==> config.mk <==
export PLATFORM = sky130hd
export DESIGN_NAME = dvb_nit_network_name_extractor
export DESIGN_NICKNAME = d
export VERILOG_FILES = /design/src/nitnn_pkg.sv /design/src/nitnn_name_ram.sv /design/src/nitnn_parser.sv /design/src/nitnn_emitter.sv /design/src/dvb_nit_network_name_extractor.sv
export SDC_FILE = /design/constraint.sdc
export NUM_CORES = 1
export LEC_CHECK = 0
export BUFFER_PORTS_ARGS = -buffer_cell sky130_fd_sc_hd__buf_2
export CAP_MARGIN = 20
export CORE_MARGIN = 4
export CORE_UTILIZATION = 67
export CTS_BUF_LIST = sky130_fd_sc_hd__clkbuf_8 sky130_fd_sc_hd__clkbuf_16
export CTS_CLUSTER_DIAMETER = 200
export DETAILED_ROUTE_END_ITERATION = 16
export HOLD_SLACK_MARGIN = 0.03
export PLACE_DENSITY = 0.85
export SLEW_MARGIN = 20
export SYNTH_ARGS = -nofsm -noshare
export SYNTH_HDL_FRONTEND = slang
export SYNTH_SLANG_ARGS = --single-unit
==> constraint.sdc <==
create_clock -name i_clk -period 8.8 [get_ports i_clk]
set_input_delay 2.2 -clock i_clk [delete_from_list [all_inputs] [get_ports i_clk]]
set_output_delay 2.2 -clock i_clk [all_outputs]
set_load 0.01 [all_outputs]
==> src/nitnn_pkg.sv <==
`timescale 1ns / 1ps
// ----------------------------------------------------------------------------
// nitnn_pkg
// Shared constants for the NIT network name extractor.
// ----------------------------------------------------------------------------
package nitnn_pkg;

    // default sizes
    localparam int DEF_MAX_NAME    = 30;
    localparam int DEF_MAX_SECTION = 1024;

    // stream widths
    localparam int IN_TDATA_W  = 8;
    localparam int OUT_TDATA_W = 24;   // byte(8) + index(5) + length(5), padded
    localparam int OUT_TUSER_W = 1;
    localparam int IDX_W       = 5;    // name_index / name_length field width

    // section layout
    localparam int LOOP_W        = 12;
    localparam int NDP_W         = 14;
    localparam int LEN_POS_HI    = 8;
    localparam int LEN_POS_LO    = 9;
    localparam int DESC_START    = 10;
    localparam int DESC_OVERHEAD = 2;
    localparam int MIN_SECTION   = 24;

    localparam logic [7:0] NAME_TAG     = 8'h40;
    localparam logic [7:0] LOOP_HI_MASK = 8'h0F;

endpackage

==> src/nitnn_name_ram.sv <==
`timescale 1ns / 1ps
// ----------------------------------------------------------------------------
// nitnn_name_ram
// Name byte store: one write port, one read port, registered read data.
// ----------------------------------------------------------------------------
module nitnn_name_ram #(
    parameter int DEPTH = 30,
    parameter int AW    = 5
) (
    input  logic          i_clk,
    input  logic          i_we,
    input  logic [AW-1:0] i_waddr,
    input  logic [7:0]    i_wdata,
    input  logic          i_re,
    input  logic [AW-1:0] i_raddr,
    output logic [7:0]    o_rdata
);

    logic [7:0] r_mem [DEPTH];
    logic [7:0] r_rdata;

    always_ff @(posedge i_clk) begin
        if (i_we) begin
            r_mem[i_waddr] <= i_wdata;
        end
        if (i_re) begin
            r_rdata <= r_mem[i_raddr];
        end
    end

    assign o_rdata = r_rdata;

endmodule

==> src/nitnn_parser.sv <==
`timescale 1ns / 1ps
// ----------------------------------------------------------------------------
// nitnn_parser
// Section byte walker: loop length, descriptor seek, name copy into the store.
// ----------------------------------------------------------------------------
module nitnn_parser #(
    parameter int MAX_NAME    = nitnn_pkg::DEF_MAX_NAME,
    parameter int MAX_SECTION = nitnn_pkg::DEF_MAX_SECTION,
    parameter int NAME_W      = $clog2(MAX_NAME + 1),
    parameter int AW          = (MAX_NAME > 1) ? $clog2(MAX_NAME) : 1
) (
    input  logic              i_clk,
    input  logic              i_rst_n,
    input  logic              i_valid,
    output logic              o_ready,
    input  logic [7:0]        i_byte,
    input  logic              i_end,
    input  logic              i_emit_busy,
    output logic              o_we,
    output logic [AW-1:0]     o_waddr,
    output logic [7:0]        o_wdata,
    output logic              o_start,
    output logic [NAME_W-1:0] o_count
);
    import nitnn_pkg::*;

    localparam int POS_W = $clog2(MAX_SECTION + 1);

    typedef enum logic [2:0] {
        PH_HEADER, PH_SEEK, PH_SKIPLEN, PH_NAMELEN, PH_COPY, PH_DONE
    } t_phase;

    t_phase              r_phase, n_phase;
    logic [POS_W-1:0]    r_pos, n_pos;
    logic [LOOP_W-1:0]   r_loop, n_loop;
    logic [NDP_W-1:0]    r_ndp, n_ndp;
    logic [NAME_W-1:0]   r_kept, n_kept;
    logic [NAME_W-1:0]   r_copied, n_copied;
    logic                accept;
    logic                take;

    assign o_ready = !i_emit_busy;
    assign accept  = i_valid && o_ready;
    assign take    = accept && (r_pos < POS_W'(MAX_SECTION));
    assign o_waddr = AW'(r_copied);
    assign o_wdata = i_byte;

    always_comb begin
        n_phase  = r_phase;
        n_pos    = r_pos;
        n_loop   = r_loop;
        n_ndp    = r_ndp;
        n_kept   = r_kept;
        n_copied = r_copied;
        o_we     = 1'b0;
        o_start  = 1'b0;
        o_count  = '0;

        if (take) begin
            n_pos = r_pos + 1'b1;
            if (r_pos == POS_W'(LEN_POS_HI)) begin
                n_loop = LOOP_W'(i_byte & LOOP_HI_MASK) << 8;
            end else if (r_pos == POS_W'(LEN_POS_LO)) begin
                n_loop = r_loop | LOOP_W'(i_byte);
            end
            case (r_phase)
                PH_HEADER: begin
                    if (r_pos == POS_W'(LEN_POS_LO)) n_phase = PH_SEEK;
                end
                PH_SEEK: begin
                    if (NDP_W'(r_pos) == r_ndp) begin
                        if ((r_ndp - NDP_W'(DESC_START)) >= NDP_W'(r_loop)) begin
                            n_phase = PH_DONE;
                        end else if (i_byte == NAME_TAG) begin
                            n_phase = PH_NAMELEN;
                        end else begin
                            n_phase = PH_SKIPLEN;
                        end
                    end
                end
                PH_SKIPLEN: begin
                    n_ndp   = r_ndp + NDP_W'(i_byte) + NDP_W'(DESC_OVERHEAD);
                    n_phase = PH_SEEK;
                end
                PH_NAMELEN: begin
                    n_kept   = (i_byte > 8'(MAX_NAME)) ? NAME_W'(MAX_NAME)
                                                       : NAME_W'(i_byte);
                    n_copied = '0;
                    n_phase  = (i_byte == 8'd0) ? PH_DONE : PH_COPY;
                end
                PH_COPY: begin
                    if (r_copied < r_kept) begin
                        o_we     = 1'b1;
                        n_copied = r_copied + 1'b1;
                    end
                    if (n_copied >= r_kept) n_phase = PH_DONE;
                end
                default: ;
            endcase
        end

        // end of section: hand the count over, then back to reset values
        if (accept && i_end) begin
            o_start  = 1'b1;
            o_count  = (n_pos <= POS_W'(MIN_SECTION)) ? '0 : n_copied;
            n_phase  = PH_HEADER;
            n_pos    = '0;
            n_loop   = '0;
            n_ndp    = NDP_W'(DESC_START);
            n_kept   = '0;
            n_copied = '0;
        end
    end

    always_ff @(posedge i_clk) begin
        if (!i_rst_n) begin
            r_phase  <= PH_HEADER;
            r_pos    <= '0;
            r_loop   <= '0;
            r_ndp    <= NDP_W'(DESC_START);
            r_kept   <= '0;
            r_copied <= '0;
        end else begin
            r_phase  <= n_phase;
            r_pos    <= n_pos;
            r_loop   <= n_loop;
            r_ndp    <= n_ndp;
            r_kept   <= n_kept;
            r_copied <= n_copied;
        end
    end

    a_copy_bound: assert property (@(posedge i_clk) disable iff (!i_rst_n)
        r_copied <= r_kept)
        else $error("copied count exceeds kept length");

    a_copy_phase: assert property (@(posedge i_clk) disable iff (!i_rst_n)
        r_phase == PH_COPY |-> r_copied < r_kept)
        else $error("copy phase with nothing left to copy");

endmodule

==> src/nitnn_emitter.sv <==
`timescale 1ns / 1ps
// ----------------------------------------------------------------------------
// nitnn_emitter
// Reads the kept name back from the store and drives the result beats.
// ----------------------------------------------------------------------------
module nitnn_emitter #(
    parameter int MAX_NAME = nitnn_pkg::DEF_MAX_NAME,
    parameter int NAME_W   = $clog2(MAX_NAME + 1),
    parameter int AW       = (MAX_NAME > 1) ? $clog2(MAX_NAME) : 1
) (
    input  logic                                i_clk,
    input  logic                                i_rst_n,
    input  logic                                i_start,
    input  logic [NAME_W-1:0]                   i_count,
    output logic                                o_busy,
    output logic                                o_re,
    output logic [AW-1:0]                       o_raddr,
    input  logic [7:0]                          i_rdata,
    output logic                                o_tvalid,
    input  logic                                i_tready,
    output logic [nitnn_pkg::OUT_TDATA_W-1:0]   o_tdata,
    output logic [nitnn_pkg::OUT_TUSER_W-1:0]   o_tuser,
    output logic                                o_tlast
);
    import nitnn_pkg::*;

    typedef enum logic [1:0] {S_IDLE, S_READ, S_LOAD, S_SHOW} t_state;

    t_state              r_state;
    logic [NAME_W-1:0]   r_count;
    logic [NAME_W-1:0]   r_idx;
    logic [NAME_W-1:0]   idx_nxt;
    logic [7:0]          r_byte;
    logic [IDX_W-1:0]    r_index;
    logic [IDX_W-1:0]    r_length;
    logic                r_found;
    logic                r_last;
    logic                r_valid;
    logic                beat;

    assign idx_nxt = r_idx + 1'b1;
    assign beat    = (r_state == S_SHOW) && i_tready;
    assign o_busy  = (r_state != S_IDLE);

    // next read issues on the accepted beat so the byte sits in the store's read register by the load state
    assign o_re    = (r_state == S_READ) || (beat && !r_last);
    assign o_raddr = (r_state == S_SHOW) ? AW'(idx_nxt) : AW'(r_idx);

    always_ff @(posedge i_clk) begin
        if (!i_rst_n) begin
            r_state <= S_IDLE;
            r_valid <= 1'b0;
        end else begin
            case (r_state)
                S_IDLE: begin
                    if (i_start) begin
                        r_count <= i_count;
                        r_idx   <= '0;
                        if (i_count == '0) begin
                            r_byte   <= '0;
                            r_index  <= '0;
                            r_length <= '0;
                            r_found  <= 1'b0;
                            r_last   <= 1'b1;
                            r_valid  <= 1'b1;
                            r_state  <= S_SHOW;
                        end else begin
                            r_state <= S_READ;
                        end
                    end
                end
                S_READ: begin
                    r_state <= S_LOAD;
                end
                S_LOAD: begin
                    r_byte   <= i_rdata;
                    r_index  <= IDX_W'(r_idx);
                    r_length <= IDX_W'(r_count);
                    r_found  <= 1'b1;
                    r_last   <= (idx_nxt == r_count);
                    r_valid  <= 1'b1;
                    r_state  <= S_SHOW;
                end
                S_SHOW: begin
                    if (i_tready) begin
                        r_valid <= 1'b0;
                        if (r_last) begin
                            r_state <= S_IDLE;
                        end else begin
                            r_idx   <= idx_nxt;
                            r_state <= S_LOAD;
                        end
                    end
                end
                default: begin
                    r_state <= S_IDLE;
                    r_valid <= 1'b0;
                end
            endcase
        end
    end

    assign o_tvalid = r_valid;
    assign o_tdata  = OUT_TDATA_W'({r_length, r_index, r_byte});
    assign o_tuser  = OUT_TUSER_W'(r_found);
    assign o_tlast  = r_last;

    a_start_idle: assert property (@(posedge i_clk) disable iff (!i_rst_n)
        i_start |-> r_state == S_IDLE)
        else $error("section handed over while a name is still going out");

    a_load_shows: assert property (@(posedge i_clk) disable iff (!i_rst_n)
        r_state == S_LOAD |=> r_valid && r_state == S_SHOW)
        else $error("loaded byte not presented");

    a_last_index: assert property (@(posedge i_clk) disable iff (!i_rst_n)
        r_valid && r_last && r_found |-> IDX_W'(r_index + 1'b1) == r_length)
        else $error("last beat does not close the name");

endmodule

==> src/dvb_nit_network_name_extractor.sv <==
`timescale 1ns / 1ps
// Throughput: one section byte per cycle while no name is being sent out.
// First result beat: after the end-of-section beat the emitter reads the name store, then
//   loads the byte into the output register; each further name byte again waits for a read
//   through the single read port of the store and a load. A no-name result needs no store read.
// The input stalls from the end-of-section beat until the final result beat is taken.
// Reset: synchronous, active low; the name store is not cleared (no clearing pass).
// ----------------------------------------------------------------------------
// dvb_nit_network_name_extractor
// Pulls the network name descriptor out of one NIT section and sends the name
// bytes out after the section ends.
// ----------------------------------------------------------------------------
module dvb_nit_network_name_extractor #(
    parameter int MAX_NAME    = nitnn_pkg::DEF_MAX_NAME,
    parameter int MAX_SECTION = nitnn_pkg::DEF_MAX_SECTION
) (
    input  logic                               i_clk,
    input  logic                               i_rst_n,
    // input beats: one section byte each
    input  logic                               s_axis_tvalid,
    output logic                               s_axis_tready,
    input  logic [nitnn_pkg::IN_TDATA_W-1:0]   s_axis_tdata,  // [7:0] section_byte
    input  logic                               s_axis_tlast,  // end_of_section
    // result beats: one name byte each, or a single no-name beat
    output logic                               m_axis_tvalid,
    input  logic                               m_axis_tready,
    output logic [nitnn_pkg::OUT_TDATA_W-1:0]  m_axis_tdata,  // [7:0] name_byte,
                                                              // [12:8] name_index,
                                                              // [17:13] name_length,
                                                              // [23:18] zero
    output logic [nitnn_pkg::OUT_TUSER_W-1:0]  m_axis_tuser,  // [0] found
    output logic                               m_axis_tlast   // last
);
    import nitnn_pkg::*;

    localparam int NAME_W = $clog2(MAX_NAME + 1);
    localparam int AW     = (MAX_NAME > 1) ? $clog2(MAX_NAME) : 1;

    // store write side (parser) and read side (emitter)
    logic              we;
    logic [AW-1:0]     waddr;
    logic [7:0]        wdata;
    logic              re;
    logic [AW-1:0]     raddr;
    logic [7:0]        rdata;

    // section hand-over; a zero count means the no-name result
    logic              start;
    logic [NAME_W-1:0] count;
    logic              emit_busy;

    // The parser is held off while the emitter reads the store, so a read
    // never meets a write of the next section.
    nitnn_parser #(
        .MAX_NAME    (MAX_NAME),
        .MAX_SECTION (MAX_SECTION),
        .NAME_W      (NAME_W),
        .AW          (AW)
    ) u_parser (
        .i_clk       (i_clk),
        .i_rst_n     (i_rst_n),
        .i_valid     (s_axis_tvalid),
        .o_ready     (s_axis_tready),
        .i_byte      (s_axis_tdata),
        .i_end       (s_axis_tlast),
        .i_emit_busy (emit_busy),
        .o_we        (we),
        .o_waddr     (waddr),
        .o_wdata     (wdata),
        .o_start     (start),
        .o_count     (count)
    );

    nitnn_name_ram #(
        .DEPTH   (MAX_NAME),
        .AW      (AW)
    ) u_ram (
        .i_clk   (i_clk),
        .i_we    (we),
        .i_waddr (waddr),
        .i_wdata (wdata),
        .i_re    (re),
        .i_raddr (raddr),
        .o_rdata (rdata)
    );

    nitnn_emitter #(
        .MAX_NAME (MAX_NAME),
        .NAME_W   (NAME_W),
        .AW       (AW)
    ) u_emitter (
        .i_clk    (i_clk),
        .i_rst_n  (i_rst_n),
        .i_start  (start),
        .i_count  (count),
        .o_busy   (emit_busy),
        .o_re     (re),
        .o_raddr  (raddr),
        .i_rdata  (rdata),
        .o_tvalid (m_axis_tvalid),
        .i_tready (m_axis_tready),
        .o_tdata  (m_axis_tdata),
        .o_tuser  (m_axis_tuser),
        .o_tlast  (m_axis_tlast)
    );

endmodule
# After elaboration in Yosys (flattened, before gate mapping)
# Memories as Yosys holds them, arrays and structs flattened. A register that Yosys moved wholly into a read port is not among the register bits.
# Index checks and enable logic that the tools add are counted.
[op_classes] muxes=49 order_cmp=6 n_eq_ne=19 n_reduce_logical=28 bitwise=2 add_sub_neg=6
[op_table] operator="$mux 5" count=13
[op_table] operator="$pmux 5 s2" count=4
[op_table] operator="$mux 12" count=2
[op_table] operator="$eq 11x4->1 const B" count=2
[op_table] operator="$mux 8" count=2
[op_table] operator="$pmux 8 s2" count=1
[op_table] operator="$pmux 3 s5" count=1
[op_table] operator="$add 14x2->14 const B" count=1
[op_table] operator="$add 14x8->14" count=1
[op_table] operator="$eq 11x14->1" count=1
[op_table] operator="$ge 14x12->1" count=1
[op_table] operator="$sub 14x4->14 const B" count=1
[op_table] operator="$mux 1" count=13
[op_table] operator="$mux 3" count=4
[op_table] operator="$or 12x8->12" count=1
[op_table] operator="$add 11x1->11 const B" count=1
[op_table] operator="$le 11x5->1 const B" count=1
[op_table] operator="$lt 11x11->1 const B" count=1
[op_table] operator="$mux 11" count=1
[op_table] operator="$add 5x1->5 const B" count=2
[op_table] operator="$reduce_and 5->1" count=2
[op_table] operator="$eq 8x7->1 const B" count=1
[op_table] operator="$gt 8x5->1 const B" count=1
[op_table] operator="$logic_not 8->1" count=1
[op_table] operator="28 further kinds" count=51
[word_totals] inputBits=13 memories=1 elab_cells=126 regBits=83 ram_bits=240 output_inout_bits=28
[memory_table] name="u_ram.r_mem" depth=30 word_bits=8 rd=1 rd_clocked_by_memory_dff=1 write_ports=1 line_no="nitnn_name_ram.sv:19" source="logic [7:0] r_mem [DEPTH];"

# Logic depth before layout (Yosys ltp)
[logic_depth] depth_word=13 depth_mapped=15 depth_no_buf=14

# By module
# From an unflattened synthesis, not the netlist that was laid out.
[hier_totals] cells_unflattened=1122 hier_area_um2=15152.0
[by_module_without_submodules] mod="nitnn_name_ram" area_per_inst_um2=9872.0 cells_per_inst=530 seq_area_each_um2=7447.1 instances=1
[by_module_without_submodules] mod="nitnn_parser" area_per_inst_um2=3801.1 cells_per_inst=479 seq_area_each_um2=1001.0 instances=1
[by_module_without_submodules] mod="nitnn_emitter" area_per_inst_um2=1478.9 cells_per_inst=113 seq_area_each_um2=960.9 instances=1

# Least setup slack after synthesis
# Ideal clock, no wire load.
[synth_timing] kind="input to register" startpoint="input port s_axis_tvalid" endpoint="register u_emitter.r_last (netlist: u_emitter.o_tlast), enable pin" stages=8 n_path_buf=1 t_required_ns=8.403 setup_slack_ns=3.768 setup_ns=0.397 arrival_time_ns=4.636 cell_sequence="or4b_1 > buf_2 > nor4_1 > xor2_1 > a211oi_1 > a31o_2 > a31oi_4 > nor2_1"
[synth_between] elab_chain_cells=9 elab_cells_between_ends=13 cone_classes="order compare (1); eq/ne (2); mux (5); reduce/logical (5)"
[synth_rtl] item="start, declared" line_no="dvb_nit_network_name_extractor.sv:20" source="input logic s_axis_tvalid,"
[synth_rtl] item="$logic_and 1x1->1 *" line_no="nitnn_parser.sv:43" source="assign accept = i_valid && o_ready;"
[synth_rtl] item="$logic_and 1x1->1" line_no="nitnn_parser.sv:44" source="assign take = accept && (r_pos < POS_W'(MAX_SECTION));"
[synth_rtl] item="$mux 11" line_no="nitnn_parser.sv:59" source="if (take) begin"
[synth_rtl] item="$le 11x5->1" line_no="nitnn_parser.sv:105" source="o_count = (n_pos <= POS_W'(MIN_SECTION)) ? '0 : n_copied;"
[synth_rtl] item="$mux 5" line_no="nitnn_parser.sv:105"
[synth_rtl] item="$mux 5" line_no="nitnn_parser.sv:103" source="if (accept && i_end) begin"
[synth_rtl] item="$logic_not 5->1" line_no="nitnn_emitter.sv:59" source="if (i_count == '0) begin"
[synth_rtl] item="$ne 2x1->1 (no line)"
[synth_rtl] item="$reduce_and 4->1 (no line) *"
[synth_rtl] item="end signal, assigned" line_no="nitnn_emitter.sv:80" source="r_last <= (idx_nxt == r_count);"
[synth_rtl] item="end, declared" line_no="nitnn_emitter.sv:37" source="logic r_last;"
# Every way passes the cells marked *; elsewhere a longest branch is shown, timed or not.
# A chain may end at the register's enable or synchronous reset.

# Worst setup path after layout
[layout_timing] startpoint="input port s_axis_tdata[1] in the netlist's numbering" endpoint="register u_parser.r_ndp[13]"
[layout_between] elab_chain_cells=2
[layout_rtl] item="start, declared" line_no="dvb_nit_network_name_extractor.sv:22" source="input logic [nitnn_pkg::IN_TDATA_W-1:0] s_axis_tdata,"
[layout_rtl] item="$add 14x8->14" line_no="nitnn_parser.sv:82" source="n_ndp = r_ndp + NDP_W'(i_byte) + NDP_W'(DESC_OVERHEAD);"
[layout_rtl] item="$add 14x2->14" line_no="nitnn_parser.sv:82"
[layout_rtl] item="end signal, assigned" line_no="nitnn_parser.sv:120" source="r_ndp <= NDP_W'(DESC_START);"
[layout_rtl] item="end signal, assigned" line_no="nitnn_parser.sv:127" source="r_ndp <= n_ndp;"
[layout_rtl] item="end, declared" line_no="nitnn_parser.sv:36" source="logic [NDP_W-1:0] r_ndp, n_ndp;"
# Every way passes these cells.

==> metrics <==
Core Area=21,900 um^2; TNS Setup=0 ps; crit path DAT=5390 ps; Syn Inst Count=1,180; Worst Path Required=9220 ps; H-Tree Depth=1; largest net degree at the start of global routing=73; clock buffer depth=3; crit share post-route=0.564; initial core utilization=0.683; post-synth top area cell=edfxtp_1; Final Hold Fails=0; CTS root buf=clkbuf_16; # DRC=0; Tightest Pin Transition=1150 ps; post-synthesis sequential area ratio=0.630; FMAX=202 MHz; Post-synth EDFFs=278; Clock transition at path regs=60 ps; vias per cell=6.58; Hold Buf Count CTS=0; first-pass GRT wire length=54,500 um; fin. max-slew vios=0; drt total wl=34,500 um; per-cell routed wire length=22.9 um; main area contributors after synthesis=edfxtp_1, dfxtp_1, ha_1; Critical Path Fanout Max=35; Syn. warnings=0; Max-Cap Viols=0; clk_skew=26.8 ps; Synth cell types=69; Detailed Place HPWL=21,600 um; Pre-antenna DRT Iters=6; status=finished clean; RSZ-0062 raised after global routing=false; IO Port Bufs=34; post-synth top area share=0.559; multi-input logic area=5130 um^2; Final setup viols=0; DRT antenna net count=0; register area=9410 um^2; cts bufs inserted=31; Leakage=5.72 nW; Die Wd=157 um; dpl cells=1,450; die height=157 um; remaining global-route overflow=0; Cell Rows=54; CP endpoint kind=flip-flop; layout cells sized above 1=0.129; Finished Layout Cells=1,509; Crit Path Class=in2reg; Skew-Pair Late Insertion Delay=570 ps; Post-CTS Setup Repair Bufs=0; via count=9,934; Async SR Flop Fraction=0; pwr/cell area=204 nW/um^2; Worst setup SP type=primary input; placer congestion estimate=0.889; layout filler cell count=1,282; syn avg cell area=12.7 um^2; nets@finish=1,264; initial antenna violation count=0; Seq cells post-synth=331; ys flop type=edfxtp_1; final worst path period need=4960 ps; TritonCTS clock tree=built; post-CTS sizing=0; 1st-iter DRT viols=1,276; vias in the first global route=9,689; Die Footprint=24,800 um^2; Worst slew margin=0.228; IO Pins=41; area delta synth->final=10.4%; ant diodes=0; clk sink count=331; All-Layer GR Usage=0.284; synthesized area=14,900 um^2; min-delay worst type=reg2reg; Peak VDD IR=0.124 mV
## final cells by class
class / count / area share
Clock buffer: 40 / 0.0545
Sequential cell: 331 / 0.570
Clock inverter: 18 / 0.0151
Timing Repair Buffer: 49 / 0.0191
Inverter: 39 / 0.00887
Tap cell: 280 / 0.0212
Multi-Input combinational cell: 752 / 0.311
## registers in the layout (all words and copies together), names as in the netlist, 8 cells and up
register / cells
u_parser.r_pos: 11
u_parser.r_ndp: 14
u_ram.o_rdata: 8
u_emitter.r_byte: 8
u_ram.r_mem: 240
u_parser.r_loop: 12
## cell families after synthesis
family	share of synthesized area
multiplexers	0.0563
XOR/XNOR	0.0311
other	0.000251
buffers and inverters	0.0291
AO/OA/AOI/OAI	0.0878
AND/OR/NAND/NOR	0.126
flip-flops	0.630
adder cells (fa/ha/maj)	0.0399
## cell usage after synthesis, drive strengths merged (11+ instances only)
master and count:
a211oi 14, o211ai 11, nand2 139, ha 46, mux2 16, xor2 17
buf 28, and2 25, xnor2 36, mux4 24, nand3 36, inv 39
a21oi 44, nor2 127, a22oi 17, mux2i 12, dfxtp 53, o21ai 21
clkbuf 35, edfxtp 278, nor3 15, a31oi 15
## final timing paths
check	end	cells past startpoint	slack (ps)	from
worst min-delay path	u_parser.r_loop[2]$_SDFFE_PP0P_	2	470	u_parser.r_loop[2]$_SDFFE_PP0P_
worst max-delay path	u_parser.r_ndp[13]$_SDFFE_PP0P_	14	3840	s_axis_tdata[1]
worst max register to register	u_ram.r_mem[24][4]$_DFFE_PP_	7	4960	u_parser.o_waddr[2]$_SDFF_PP0_
worst min register to register	u_parser.r_loop[2]$_SDFFE_PP0P_	2	470	u_parser.r_loop[2]$_SDFFE_PP0P_
## routing by layer
layer	global-route usage	vias to the layer above	share of wire	wire length (um)
met3	0.0487	95	0.10	3560
met4	0.0819	0	0.032	1110
met5	0	-	0	0
met2	0.458	627	0.48	16500
met1	0.406	4794	0.39	13300
li1	-	4418	-	-
## metrics by stage
stage	worst slack [ps]	utilization	instance area, um^2	hold WS (ps)	total power, mW
global route	3610	0.754	16500	501	3.47
detailed placement	3280	0.700	15300	456	1.93
global placement	3440	0.699	15300	450	1.92
floorplan	3770	-	15000	437	1.86
finish	3840	0.754	16500	471	3.37
CTS	3870	0.752	16500	471	3.37
## cells in the final DEF (no fill, tap or decap), drive strengths merged, types with 36 or more instances in the layout
cell type | Yosys | final
nand3 | 36 | 36
ha | 46 | 46
nand2 | 139 | 139
a21oi | 44 | 44
nor2 | 127 | 127
clkbuf | 35 | 40
inv | 39 | 43
dfxtp | 53 | 53
edfxtp | 278 | 278
buf | 28 | 49
xnor2 | 36 | 36
## critical path, stage by stage
cell and delay, ps:
buf_2 580, inv_1 150, ha_1 320, inv_1 50, ha_1 160, inv_1 60
fa_1 370, nor2b_1 150, o21ai_0 110, a21oi_1 200, o21ai_0 190, a2111oi_0 600
xnor2_1 180, nor2_1 50
## where the power goes
| part | leakage [nW] | total (mW) | internal, mW | switching [mW] |
|---|---|---|---|---|
| combinational | 2.20 | 0.181 | 0.0595 | 0.122 |
| clock | 0.578 | 1.46 | 0.894 | 0.570 |
| sequential | 2.94 | 1.72 | 1.71 | 0.0116 |
(Power assumes the default switching activity.)
